==> config.mk <==
export PLATFORM = sky130hd
export DESIGN_NAME = time_of_day_text_parser_core
export DESIGN_NICKNAME = d
export VERILOG_FILES = /design/src/rtl/core/todtp_pkg.sv /design/src/rtl/core/todtp_step.sv /design/src/rtl/core/time_of_day_text_parser_core.sv
export SDC_FILE = /design/constraint.sdc
export NUM_CORES = 1
export LEC_CHECK = 0
export BUFFER_PORTS_ARGS = -buffer_cell sky130_fd_sc_hd__buf_2
export CORE_ASPECT_RATIO = 1.75
export CORE_MARGIN = 1.5
export CORE_UTILIZATION = 35
export DETAILED_ROUTE_END_ITERATION = 7
export HOLD_SLACK_MARGIN = 0.06
export MAX_ROUTING_LAYER = met4
export PLACE_DENSITY_LB_ADDON = 0.3
export SLEW_MARGIN = 20
export SYNTH_ARGS = -nofsm -noshare
export SYNTH_HDL_FRONTEND = slang
export SYNTH_HIERARCHICAL = 1
export SYNTH_SLANG_ARGS = --single-unit
==> constraint.sdc <==
create_clock -name aclk -period 3.4 [get_ports aclk]
set_input_delay 0.17 -clock aclk [delete_from_list [all_inputs] [get_ports aclk]]
set_output_delay 0.17 -clock aclk [all_outputs]
set_load 0.02 [all_outputs]
==> src/rtl/core/todtp_pkg.sv <==
// Shared types and constants of the time-of-day text parser core.
// Depends on nothing.
package todtp_pkg;

    typedef enum logic [3:0] {
        PH_HOUR0 = 4'd0,
        PH_HOUR  = 4'd1,
        PH_MIN0  = 4'd2,
        PH_MIN   = 4'd3,
        PH_SEC0  = 4'd4,
        PH_SEC   = 4'd5,
        PH_HUND0 = 4'd6,
        PH_HUND  = 4'd7,
        PH_TERM  = 4'd8
    } phase_t;

    typedef enum logic [1:0] {
        SUF_NONE = 2'd0,
        SUF_AM   = 2'd1,
        SUF_PM   = 2'd2
    } suffix_t;

    typedef struct packed {
        logic [7:0] char_code;
        logic       start_req;
    } in_item_t;

    typedef struct packed {
        logic       valid_res;
        logic [4:0] hour;
        logic [5:0] minute;
        logic [5:0] second;
        logic [6:0] hundredths;
    } out_item_t;

    typedef struct packed {
        phase_t     phase;
        logic [6:0] hour_acc;
        logic [6:0] minute_acc;
        logic [6:0] second_acc;
        logic [6:0] hundredths_acc;
        suffix_t    suffix;
        logic       finished;
    } parse_state_t;

    localparam logic [6:0] HOUR_MAX_24    = 7'd24;
    localparam logic [6:0] HOUR_MAX_12    = 7'd12;
    localparam logic [6:0] MINSEC_MAX     = 7'd60;
    localparam logic [6:0] HUNDREDTHS_MAX = 7'd99;

    localparam parse_state_t STATE_RESET = '{
        phase:          PH_HOUR0,
        hour_acc:       7'd0,
        minute_acc:     7'd0,
        second_acc:     7'd0,
        hundredths_acc: 7'd0,
        suffix:         SUF_NONE,
        finished:       1'b0
    };

endpackage

==> src/rtl/core/todtp_step.sv <==
// Per-character parser step: next parser state and the result, if any.
// Depends on todtp_pkg.
module todtp_step (
    input  todtp_pkg::parse_state_t cur_state,
    input  todtp_pkg::in_item_t     item,
    output todtp_pkg::parse_state_t state_next,
    output logic                    emit,
    output todtp_pkg::out_item_t    result
);
    import todtp_pkg::*;

    typedef enum logic [1:0] {
        ACT_NONE    = 2'd0,
        ACT_INVALID = 2'd1,
        ACT_FINAL   = 2'd2
    } action_t;

    localparam logic [7:0] CH_CR    = 8'h0D;
    localparam logic [7:0] CH_COLON = 8'h3A;
    localparam logic [7:0] CH_DOT   = 8'h2E;
    localparam logic [7:0] CH_ZERO  = 8'h30;
    localparam logic [7:0] CH_NINE  = 8'h39;
    localparam logic [7:0] CH_LO_A  = 8'h61;
    localparam logic [7:0] CH_UP_A  = 8'h41;
    localparam logic [7:0] CH_LO_P  = 8'h70;
    localparam logic [7:0] CH_UP_P  = 8'h50;
    localparam logic [7:0] CH_LO_M  = 8'h6D;
    localparam logic [7:0] CH_UP_M  = 8'h4D;
    localparam logic [6:0] ACC_MAX  = 7'd127;

    function automatic logic [6:0] acc_digit(input logic [6:0] acc, input logic [3:0] d);
        logic [10:0] v;
        v = 11'({acc, 3'b000}) + 11'({acc, 1'b0}) + 11'(d);
        return (v > 11'(ACC_MAX)) ? ACC_MAX : v[6:0];
    endfunction

    parse_state_t eff;
    action_t      act;
    action_t      sot_act;
    suffix_t      sot_suffix;
    logic         is_dig;
    logic         is_term;
    logic [3:0]   dval;
    logic [7:0]   dsub;
    logic         hour_ok;
    logic         rest_ok;
    logic [4:0]   hour_out;

    // A start request discards whatever the previous string left behind.
    assign eff     = item.start_req ? STATE_RESET : cur_state;
    assign is_dig  = (item.char_code >= CH_ZERO) && (item.char_code <= CH_NINE);
    assign dsub    = item.char_code - CH_ZERO;
    assign dval    = dsub[3:0];
    assign is_term = (item.char_code == CH_CR) || (item.char_code == CH_LO_M)
                     || (item.char_code == CH_UP_M);

    // Where the numeric part may stop, a suffix letter or the terminator follows.
    always_comb begin
        sot_suffix = SUF_NONE;
        sot_act    = ACT_INVALID;
        if ((item.char_code == CH_LO_A) || (item.char_code == CH_UP_A)) begin
            sot_suffix = SUF_AM;
            sot_act    = ACT_NONE;
        end else if ((item.char_code == CH_LO_P) || (item.char_code == CH_UP_P)) begin
            sot_suffix = SUF_PM;
            sot_act    = ACT_NONE;
        end else if (is_term) begin
            sot_act = ACT_FINAL;
        end
    end

    // Next-state decode.
    always_comb begin
        state_next = eff;
        act        = ACT_NONE;
        if (!eff.finished) begin
            case (eff.phase)
                PH_HOUR0: begin
                    if (is_dig) begin
                        state_next.hour_acc = acc_digit(eff.hour_acc, dval);
                        state_next.phase    = PH_HOUR;
                    end else begin
                        act = ACT_INVALID;
                    end
                end
                PH_HOUR: begin
                    if (is_dig) begin
                        state_next.hour_acc = acc_digit(eff.hour_acc, dval);
                    end else if (item.char_code == CH_COLON) begin
                        state_next.phase = PH_MIN0;
                    end else begin
                        act = ACT_INVALID;
                    end
                end
                PH_MIN0, PH_MIN: begin
                    if (is_dig) begin
                        state_next.minute_acc = acc_digit(eff.minute_acc, dval);
                        state_next.phase      = PH_MIN;
                    end else if ((eff.phase == PH_MIN) && (item.char_code == CH_COLON)) begin
                        state_next.phase = PH_SEC0;
                    end else begin
                        act = sot_act;
                        if (sot_act == ACT_NONE) begin
                            state_next.suffix = sot_suffix;
                            state_next.phase  = PH_TERM;
                        end
                    end
                end
                PH_SEC0, PH_SEC: begin
                    if (is_dig) begin
                        state_next.second_acc = acc_digit(eff.second_acc, dval);
                        state_next.phase      = PH_SEC;
                    end else if (item.char_code == CH_DOT) begin
                        state_next.phase = PH_HUND0;
                    end else begin
                        act = sot_act;
                        if (sot_act == ACT_NONE) begin
                            state_next.suffix = sot_suffix;
                            state_next.phase  = PH_TERM;
                        end
                    end
                end
                PH_HUND0, PH_HUND: begin
                    if (is_dig) begin
                        state_next.hundredths_acc = acc_digit(eff.hundredths_acc, dval);
                        state_next.phase          = PH_HUND;
                    end else begin
                        act = sot_act;
                        if (sot_act == ACT_NONE) begin
                            state_next.suffix = sot_suffix;
                            state_next.phase  = PH_TERM;
                        end
                    end
                end
                PH_TERM: begin
                    act = is_term ? ACT_FINAL : ACT_INVALID;
                end
                default: begin
                    act = ACT_INVALID;
                end
            endcase
        end
        if (act != ACT_NONE) begin
            state_next.finished = 1'b1;
        end
    end

    // Result: range checks and the 24-hour conversion at the terminator.
    always_comb begin
        case (eff.suffix)
            SUF_NONE: begin
                hour_ok  = eff.hour_acc <= HOUR_MAX_24;
                hour_out = eff.hour_acc[4:0];
            end
            SUF_AM: begin
                hour_ok  = eff.hour_acc <= HOUR_MAX_12;
                hour_out = (eff.hour_acc == HOUR_MAX_12) ? 5'd0 : eff.hour_acc[4:0];
            end
            default: begin
                hour_ok  = (eff.hour_acc != 7'd0) && (eff.hour_acc <= HOUR_MAX_12);
                hour_out = eff.hour_acc[4:0] + HOUR_MAX_12[4:0];
            end
        endcase
        rest_ok = (eff.minute_acc <= MINSEC_MAX) && (eff.second_acc <= MINSEC_MAX)
                  && (eff.hundredths_acc <= HUNDREDTHS_MAX);
        emit    = act != ACT_NONE;
        result  = '0;
        if ((act == ACT_FINAL) && hour_ok && rest_ok) begin
            result.valid_res  = 1'b1;
            result.hour       = hour_out;
            result.minute     = eff.minute_acc[5:0];
            result.second     = eff.second_acc[5:0];
            result.hundredths = eff.hundredths_acc;
        end
    end

endmodule

==> src/rtl/core/time_of_day_text_parser_core.sv <==
// Top level of the time-of-day text parser: input register, parser state, result register.
// Depends on todtp_pkg and todtp_step.

// Takes one character per cycle and gives one result per time string; the character that
// ends it passes the input register, then the result register. Throughput is one
// character per clock; s_ready falls only when the result register holds an untaken
// result and the registered character would produce another one. Raise start_req with
// the first character of each string; after reset the parser already waits for one.
module time_of_day_text_parser_core (
    input  logic                 aclk,
    input  logic                 aresetn,
    input  logic                 s_valid,
    output logic                 s_ready,
    input  todtp_pkg::in_item_t  s_data,
    output logic                 m_valid,
    input  logic                 m_ready,
    output todtp_pkg::out_item_t m_data
);
    import todtp_pkg::*;

    logic         in_valid_reg;
    in_item_t     in_item_reg;
    parse_state_t state_reg;
    parse_state_t state_next;
    logic         out_valid_reg;
    out_item_t    out_item_reg;
    logic         step_emit;
    out_item_t    step_result;
    logic         out_free;
    logic         advance;

    todtp_step u_step (
        .cur_state  (state_reg),
        .item       (in_item_reg),
        .state_next (state_next),
        .emit       (step_emit),
        .result     (step_result)
    );

    assign out_free = !out_valid_reg || m_ready;
    // The registered character moves on unless its result has nowhere to go.
    assign advance  = in_valid_reg && (!step_emit || out_free);
    assign s_ready  = !in_valid_reg || advance;
    assign m_valid  = out_valid_reg;
    assign m_data   = out_item_reg;

    always_ff @(posedge aclk) begin
        if (!aresetn) begin
            in_valid_reg <= 1'b0;
        end else if (s_ready) begin
            in_valid_reg <= s_valid;
        end
    end

    always_ff @(posedge aclk) begin
        if (s_valid && s_ready) begin
            in_item_reg <= s_data;
        end
    end

    always_ff @(posedge aclk) begin
        if (!aresetn) begin
            state_reg <= STATE_RESET;
        end else if (advance) begin
            state_reg <= state_next;
        end
    end

    always_ff @(posedge aclk) begin
        if (!aresetn) begin
            out_valid_reg <= 1'b0;
        end else if (advance && step_emit) begin
            out_valid_reg <= 1'b1;
        end else if (m_ready) begin
            out_valid_reg <= 1'b0;
        end
    end

    always_ff @(posedge aclk) begin
        if (advance && step_emit) begin
            out_item_reg <= step_result;
        end
    end

endmodule

==> flow_summary.toml, run 1 <==
[critical_path]
cp-start-kind = "flop"
cp_top_family = "simple AND/OR/NAND/NOR gates"
cp-end-kind = "output port"
critPathSlowestCell = "or4b_4"
arrival_ns = 3.04
path_max_fanout = 19
critPathMaxStageDelay_ns = 0.62
required_ns = 3.23
worst-path-buf-inv = 2
cp_cell_sequence = "buf_4 -> or4b_4 -> a31oi_2 -> or2_2 -> a41oi_1 -> o21ai_1 -> and2_1 -> nand2_1 -> buf_2"
path_class = "reg2out"

[synth]
synthMuxAreaShare = 0.06575
syn_area_sq_mm = 0.005633
synth-edff-count = 34
yosys.area_share.adder = 0.1493
avgSynthCellArea_sq_um = 9.013
synth_warnings = 6
yosys.area_share.xor_xnor = 0.02332
synth-seq-area-share = 0.3127
ys_types = 68
synth_top_family_by_area = "simple AND/OR/NAND/NOR gates"
synthSimpleGateAreaFrac = 0.2397
synth_nets = 701
synthesis.instances = 625
ys_ff_latch = 71
synth_ff_type = "dfxtp_1"
synth-compound-area-share = 0.1393
async_flop_share = 0

[sta]
finClkSkew_ns = 0.006783
slew_headroom = 0.4097
fin_crit_sh = 0.9440
rsz0062_at_grt = "no"
period_minus_slack_ns = 3.209
whs_ns = 0.07946
finalSetupViolations = 0
max_freq_mhz = 311.6
finalMaxSlewViolations = 0
finalHoldViolations = 0
worst_pin_slew_ns = 0.8854
finalSetupTns_ns = 0

[grt]
grt_first_pass_wirelength_microns = 24180
grtUsageTotal = 0.1873
grt_max_degree = 50
grt_use_met2 = 0.3442
gr-total-overflow = 0
grt_busiest_layer = "met2"
antenna_found_initial = 0
grt_pass1_vias = 4927
use_met1 = 0.1878
met3_usage = 0.03023

[final_layout]
antennaDiodeCount = 0
drive_gt1_frac = 0.1657
seqCellArea_sq_mm = 0.001762
synthToLayoutAreaGrowth_pct = 15.68
finalNetCount = 759
multi_input_area_sq_mm = 0.003511
largest_reg_flops = 35
nFillCells = 1576

[place]
gp_congestion = 0.8857
hpwl_microns = 11340
port_buffers = 39

[die]
dieArea_sq_mm = 0.01689
die_w_microns = 98.90
initial_core_util = 0.3565
dieHeight_microns = 170.8
coreArea_sq_mm = 0.01580
rows = 61
pin_count = 40

[power]
swShare = 0.2528
pwr-share-seq = 0.445
p_total_mw = 2.098
intPower_mw = 1.568
pwr-share-comb = 0.100
switchingPower_mw = 0.5305
vdd_drop_max_mv = 0.2020
p_leak_nw = 2.761
clock_power_share = 0.455
power.density_mw_per_mm2 = 322.0

[outcome]
outcome = "finished with violations"
violations = "DRC"

[route]
first_pass_iters = 6
vias = 4845
wl_microns = 14890
wl_per_cell_microns = 16.97
first_iter_violations = 231
drc_errors = 3
antenna_left = 0
detail_route.vias_per_cell = 5.525

[min_path]
hold_class = "in2reg"

[cts]
cts_max_level = 3
cts_made_buffers = 9
clock_sinks = 71
cts_root_buf = "clkbuf_16"
clkLatencyLatePin_ns = 0.34
cts_buffer_depth = 2
cts_tree = "yes"
cts.reportedPaths.clkPinSlew_ns = 0.06

[flow_run]
maxCapViolations = 0
[kinds of logic (layout without fill, tap and decap cells)]
family / Yosys count / in the layout
AND/OR/NAND/NOR: 253 / 253
AO/OA/AOI/OAI: 114 / 114
buffers and inverters: 72 / 135
flip-flops: 71 / 71
adder cells (fa/ha/maj): 63 / 63
multiplexers: 37 / 37
XOR/XNOR: 15 / 15
[synth_stat cells (all sizes together), types with 4 or more instances]
library cell | n | area share
or3 | 4 | 0.0044
nor2 | 43 | 0.029
nand2 | 103 | 0.069
dfxtp | 37 | 0.13
a31oi | 14 | 0.017
a22oi | 4 | 0.0053
nor4b | 13 | 0.026
xnor2 | 6 | 0.0093
o41ai | 4 | 0.0062
clkbuf | 15 | 0.010
o21bai | 5 | 0.0067
a21oi | 34 | 0.030
and2 | 5 | 0.0056
ha | 56 | 0.12
mux2i | 37 | 0.066
xor2 | 9 | 0.014
a21o | 9 | 0.012
a41oi | 4 | 0.0062
nor4 | 15 | 0.021
o21a | 8 | 0.011
buf | 16 | 0.027
nor3 | 13 | 0.014
nor3b | 4 | 0.0062
edfxtp | 34 | 0.18
nand3 | 7 | 0.0062
nor2b | 26 | 0.030
fa | 7 | 0.025
inv | 36 | 0.024
o21ai | 12 | 0.011
[power by group through the flow]
stage                     Combinational, mW  Clock, mW  Sequential (mW)
after global routing                  0.226       1.02            0.937
after global placement                0.198          0            0.953
after CTS                             0.208      0.972            0.935
after detailed placement              0.199          0            0.954
final                                 0.209      0.954            0.934
after floorplan                       0.116          0            0.974
[layout by cell type, fill, tap and decap left out, types with 5 or more instances in the layout]
cell,n
edfxtp_1,34
a21oi_1,34
nand2_1,103
nor4b_2,5
mux2i_1,37
a31oi_1,13
and2_1,5
nor3_1,12
dfxtp_1,37
ha_1,56
nor2_1,43
o21bai_1,5
nand3_1,7
a21o_1,9
o21a_1,8
dlygate4sd3_1,9
nor4_1,11
o21ai_0,11
nor4b_1,8
xor2_1,9
xnor2_1,6
buf_2,39
clkbuf_16,9
inv_1,36
nor2b_1,23
buf_4,32
fa_1,7
[through the flow]
stage,setup slack (ns),instances,util,instance area [sq um]
after floorplan,0.02691,625,-,5633
after global placement,0.07406,850,0.3863,6103
after detailed placement,0.02927,850,0.3863,6103
after CTS,0.04637,875,0.4109,6492
after global routing,0.02468,877,0.4125,6516
final,0.1905,877,0.4125,6516
[layer usage]
layer,share of wire,wire [microns]
met5,0,0
met4,0.044,658
met3,0.034,505
met2,0.53,7933
met1,0.39,5788
[worst reg2reg max path: cells and delay by family (launching register included)]
kind                   cells  cell delay (ns)
AND/OR/NAND/NOR            5             1.40
AO/OA/AOI/OAI              3             0.68
buffers and inverters      1             0.27
flip-flops                 1             0.49
[cell type report]
cell class,count,share of cell area
inverters,37,0.02189
multi-input cells,482,0.5388
clock buffers,10,0.03514
well taps,189,0.03629
repair buffers,82,0.08679
clock inverters,6,0.01075
flip-flops and latches,71,0.2704
[path summary, 6_finish.rpt]
check | start | endpoint | slack [ns] | cells past startpoint
worst max-delay path | in_item_reg[0]$_DFFE_PP_ | s_ready | 0.19 | 9
worst min-delay path | s_valid | in_valid_reg$_SDFFE_PN0P_ | 0.08 | 3
worst max register to register | in_item_reg[0]$_DFFE_PP_ | in_item_reg[0]$_DFFE_PP_ | 0.26 | 9
worst min register to register | state_reg[4]$_SDFFE_PN0P_ | state_reg[4]$_SDFFE_PN0P_ | 0.45 | 2
[timing repair]
action | CTS | global route
gates resized for setup | 1 | 3
setup endpoints to repair | 1 | 30
hold buffers | 9 | 0
setup buffers | 0 | 2
hold endpoints to repair | 9 | 0
No activity file was read; power rests on OpenSTA's default activity.
==> run 2, diff against run 1 <==
--- a/config.mk
+++ b/config.mk
@@ -9,6 +9,7 @@
 export CORE_ASPECT_RATIO = 1.75
 export CORE_MARGIN = 1.5
 export CORE_UTILIZATION = 35
+export CTS_BUF_LIST = sky130_fd_sc_hd__clkbuf_8
 export DETAILED_ROUTE_END_ITERATION = 7
 export HOLD_SLACK_MARGIN = 0.06
 export MAX_ROUTING_LAYER = met4
==> flow_summary.toml, run 2 (synthesis results as in run 1) <==
[final_layout]
fin_util = 0.4067
antennaDiodeCount = 0
final_cell_mix = "nand2_1 (103), ha_1 (56), nor2_1 (43)"
drive_gt1_frac = 0.1655
final_common_cell = "nand2_1"
finalNetCount = 760
seqCellArea_sq_mm = 0.001762
synthToLayoutAreaGrowth_pct = 14.06
largest_reg_flops = 35
multi_input_area_sq_mm = 0.003511
nFillCells = 1593

[sta]
period_minus_slack_ns = 3.228
fin_crit_sh = 0.9495
layout_setup_ws_ns = 0.1716
finClkSkew_ns = 0.009498
max_freq_mhz = 309.7
rsz0062_at_grt = "no"
finalHoldViolations = 0
whs_ns = 0.1779
slew_headroom = 0.4054
finalSetupTns_ns = 0
worst_pin_slew_ns = 0.8919
finalMaxSlewViolations = 0
finalSetupViolations = 0

[grt]
gr-total-overflow = 0
use_met1 = 0.1845
grt_pass1_vias = 4922
grtUsageTotal = 0.1869
antenna_found_initial = 0
grt_use_met2 = 0.3406
grt_first_pass_wirelength_microns = 24080
met3_usage = 0.03145
grt_max_degree = 50
grt_busiest_layer = "met2"

[power]
power.density_mw_per_mm2 = 285.5
p_leak_nw = 2.723
vdd_drop_max_mv = 0.1337
p_total_mw = 1.834

[place]
hpwl_microns = 11340
gp_congestion = 0.8857
port_buffers = 39
dpl_worst_slack_ns = 0.02927

[cts]
cts_buffer_depth = 2
cts_max_level = 3
cts_tree = "yes"
cts_made_buffers = 9
cts_root_buf = "clkbuf_8"
cts.reportedPaths.clkPinSlew_ns = 0.08
clock_sinks = 71
clkLatencyLatePin_ns = 0.36

[critical_path]
path_max_fanout = 19
critPathSlowestCell = "or4b_4"
path_class = "reg2out"
arrival_ns = 3.06
critPathMaxStageDelay_ns = 0.62
cp-end-kind = "output port"
cp_cell_sequence = "buf_4 -> or4b_4 -> a31oi_2 -> or2_2 -> a41oi_1 -> o21ai_1 -> and2_1 -> nand2_1 -> buf_2"
cp-start-kind = "flop"
required_ns = 3.23

[route]
first_pass_iters = 6
antenna_left = 0
detail_route.vias_per_cell = 5.456
first_iter_violations = 214
vias = 4790
wl_per_cell_microns = 16.85
wl_microns = 14790
drc_errors = 3

[die]
die_w_microns = 98.90
coreArea_sq_mm = 0.01580
initial_core_util = 0.3565
rows = 61
dieArea_sq_mm = 0.01689
dieHeight_microns = 170.8
pin_count = 40

[min_path]
hold_class = "in2reg"

[outcome]
outcome = "finished with violations"
violations = "DRC"

[flow_run]
maxCapViolations = 0
run 2: cell count changes in the layout (fill, tap and decap cells not counted), sizes merged:
| cell | previous run | this run |
|---|---|---|
| clkbuf | 10 | 9 |
| dlygate4sd3 | 9 | 10 |
| inv | 37 | 38 |
run 2: critical path, delay by kind of cell, from the launching register on:
family          cells  cell delay [ns]
compound gates      3             0.68
buf+inv             2             0.43
flops               1             0.50
simple gates        4             1.09
run 2: report_power, final:
part           internal (mW)  total, mW  leakage (nW)  switching, mW
combinational         0.0752      0.210          2.02          0.135
clock                  0.340      0.692        0.0933          0.352
sequential             0.920      0.933         0.605         0.0130
total                   1.33       1.83          2.72          0.500
run 2: what timing repair did:
| item | 4_1_cts | 5_1_grt |
|---|---|---|
| setup buffers | 0 | 2 |
| hold endpoints to repair | 10 | 0 |
| setup endpoints to repair | 1 | 29 |
| hold buffers | 10 | 0 |
| gates resized for setup | 1 | 3 |
| cloned | 0 | 0 |
run 2: cell type report:
type                            count  share of cell area
Sequential cell                    71              0.2742
Tap cell                          189             0.03681
Clock buffer                        9             0.01928
Clock inverter                      7             0.01149
Multi-Input combinational cell    482              0.5464
Inverter                           37             0.02220
Timing Repair Buffer               83             0.08958
run 2: per-stage QoR:
| step | std cells | instance area (sq um) |
|---|---|---|
| after CTS | 876 | 6401 |
| after global placement | 850 | 6103 |
| after detailed placement | 850 | 6103 |
| after global routing | 878 | 6425 |
| final | 878 | 6425 |
| after floorplan | 625 | 5633 |
run 2: worst paths after layout:
| path | startpoint | end | slack [ns] | depth (start not counted) |
|---|---|---|---|---|
| worst max register to register | in_item_reg[0]$_DFFE_PP_ | state_reg[30]$_SDFFE_PN0P_ | 0.27 | 12 |
| worst min-delay path | m_ready | in_valid_reg$_SDFFE_PN0P_ | 0.18 | 4 |
| worst max-delay path | in_item_reg[0]$_DFFE_PP_ | s_ready | 0.17 | 9 |
| worst min register to register | state_reg[4]$_SDFFE_PN0P_ | state_reg[4]$_SDFFE_PN0P_ | 0.46 | 2 |
run 2: routing by layer:
| metal | up-vias | part of all wire | wire length (microns) |
|---|---|---|---|
| met5 | - | 0 | 0 |
| met4 | 0 | 0.049 | 719 |
| met3 | 46 | 0.041 | 606 |
| met2 | 118 | 0.53 | 7816 |
| met1 | 2259 | 0.38 | 5650 |
| li1 | 2367 | - | - |
==> run 3, diff against run 2 <==
--- a/config.mk
+++ b/config.mk
@@ -8,7 +8,7 @@
 export BUFFER_PORTS_ARGS = -buffer_cell sky130_fd_sc_hd__buf_2
 export CORE_ASPECT_RATIO = 1.75
 export CORE_MARGIN = 1.5
-export CORE_UTILIZATION = 35
+export CORE_UTILIZATION = 50
 export CTS_BUF_LIST = sky130_fd_sc_hd__clkbuf_8
 export DETAILED_ROUTE_END_ITERATION = 7
 export HOLD_SLACK_MARGIN = 0.06
==> flow_summary.toml, run 3 (synthesis results as in run 1) <==
[min_path]
hp-start = "m_ready"
hold_class = "in2reg"

[route]
vias = 4928
first_iter_violations = 315
wl_met3_microns = 573
wl_met1_microns = 5480
wl_microns = 14130
first_pass_iters = 6
antenna_left = 0
route.met2.wl_microns = 7314
detail_route.vias_per_cell = 6.032
drc_errors = 0
wl_per_cell_microns = 17.29
top_layer = "met4"

[sta]
max_freq_mhz = 308.2
finalHoldViolations = 0
period_minus_slack_ns = 3.245
finClkSkew_ns = 0.01280
finalSetupViolations = 0
worst_pin_slew_ns = 0.6961
slew_headroom = 0.5359
rsz0062_at_grt = "no"
finalMaxSlewViolations = 0
finalSetupTns_ns = 0
fin_crit_sh = 0.9543

[grt]
grt_max_degree = 38
grt_first_pass_wirelength_microns = 23110
gr-total-overflow = 0
grtUsageTotal = 0.2514
antenna_found_initial = 0
grt_pass1_vias = 4824

[place]
gp_congestion = 0.9165
port_buffers = 39
hpwl_microns = 10490

[critical_path]
required_ns = 3.56
cp-end-kind = "flop"
path_class = "reg2reg"
r2r_end = "m_data[20]$_DFFE_PP_"
worstRegToRegCells = 8
path_max_fanout = 24
cp-start-kind = "flop"
arrival_ns = 3.40
critPathLaunch = "in_item_reg[0]$_DFFE_PP_"
timing.rr.start = "in_item_reg[0]$_DFFE_PP_"
rrSetupSlack_ns = 0.16
endpoint = "m_data[20]$_DFFE_PP_"

[power]
pwr-share-seq = 0.439
power.density_mw_per_mm2 = 331.5
switchingPower_mw = 0.4948
swShare = 0.2325
p_leak_nw = 2.756
pwr-share-comb = 0.096
intPower_mw = 1.633
clock_power_share = 0.465
vdd_drop_max_mv = 0.3821

[final_layout]
largest_reg_flops = 35
final_cell_mix = "nand2_1 (103), ha_1 (56), nor2_1 (43)"
drive_gt1_frac = 0.1591
fin_util = 0.5814
antennaDiodeCount = 0
final_common_cell = "nand2_1"
finalNetCount = 756
synthToLayoutAreaGrowth_pct = 13.95

[die]
rows = 51
coreArea_sq_mm = 0.01104
die_w_microns = 83.24
dieArea_sq_mm = 0.01194
initial_core_util = 0.5103
pin_count = 40
dieHeight_microns = 143.4

[outcome]
outcome = "finished, final reports clean"

[cts]
cts_made_buffers = 9
cts.reportedPaths.clkPinSlew_ns = 0.09
clkLatencyLatePin_ns = 0.36
cts_max_level = 3
clock_sinks = 71
cts_buffer_depth = 2
cts_tree = "yes"
cts_root_buf = "clkbuf_8"

[flow_run]
maxCapViolations = 0
run 3: changes by cell type in the layout (fill, tap and decap cells not counted):
cell | previous run | this run
clkinvlp_4 | 4 | 0
clkinv_1 | 0 | 1
nor2b_2 | 2 | 1
inv_1 | 37 | 36
nor2b_1 | 23 | 24
buf_8 | 0 | 1
bufinv_16 | 1 | 5
buf_4 | 32 | 27
run 3: through the flow:
step	instances	setup slack [ns]	hold slack, ns	total power, mW	area, sq um
after floorplan	625	0.02691	0.2689	1.090	5633
after detailed placement	790	0.2008	0.3481	1.148	6010
after global routing	817	0.009346	0.1673	2.196	6419
final	817	0.1554	0.1684	2.128	6419
after CTS	816	0.08121	0.1591	2.139	6401
after global placement	790	0.2370	0.3471	1.145	6010
run 3: worst min-delay path by stage:
stage,cells past startpoint,slack (ns),to
after floorplan,0,0.27,in_item_reg[0]$_DFFE_PP_
after global placement,1,0.35,in_item_reg[1]$_DFFE_PP_
after detailed placement,1,0.35,in_item_reg[8]$_DFFE_PP_
after CTS,3,0.16,m_valid$_SDFFE_PN0P_
after global routing,3,0.17,m_valid$_SDFFE_PN0P_
final,3,0.17,m_valid$_SDFFE_PN0P_
run 3: repair_timing:
action / in CTS / in global routing
setup buffers: 0 / 0
setup endpoints to repair: 0 / 7
resized for setup: 0 / 2
endpoints found under the hold margin: 10 / 0
hold buffers: 10 / 0
run 3: power by group through the flow:
stage | registers (mW) | logic (mW) | clock network, mW
final | 0.935 | 0.203 | 0.990
after CTS | 0.935 | 0.202 | 1.00
after floorplan | 0.974 | 0.116 | 0
after global routing | 0.938 | 0.218 | 1.04
after detailed placement | 0.955 | 0.193 | 0
after global placement | 0.954 | 0.191 | 0
run 3: critical path, stage by stage (launching register included):
cell and delay (ns):
edfxtp_1 0.45, buf_4 0.23, nor2b_1 0.45, ha_1 0.24, or3b_2 0.45, a311oi_1 0.48
o41ai_2 0.12, buf_4 0.25, nor4b_2 0.37
run 3: area by class of cell:
type                       instances  area (sq um)
multi-input combinational        482          3508
clock buffer                       9         123.9
sequential                        71          1762
inverter                          37         138.9
fill                             970          4621
timing repair buffer              79         553.0
clock inverter                     7         167.7
tap                              132         165.2
run 3: layer usage:
| metal | vias to the layer above | GRT usage |
|---|---|---|
| li1 | 2350 | - |
| met1 | 2330 | 0.2592 |
| met2 | 189 | 0.4544 |
| met3 | 59 | 0.02987 |
| met4 | 0 | 0.1544 |
| met5 | - | - |
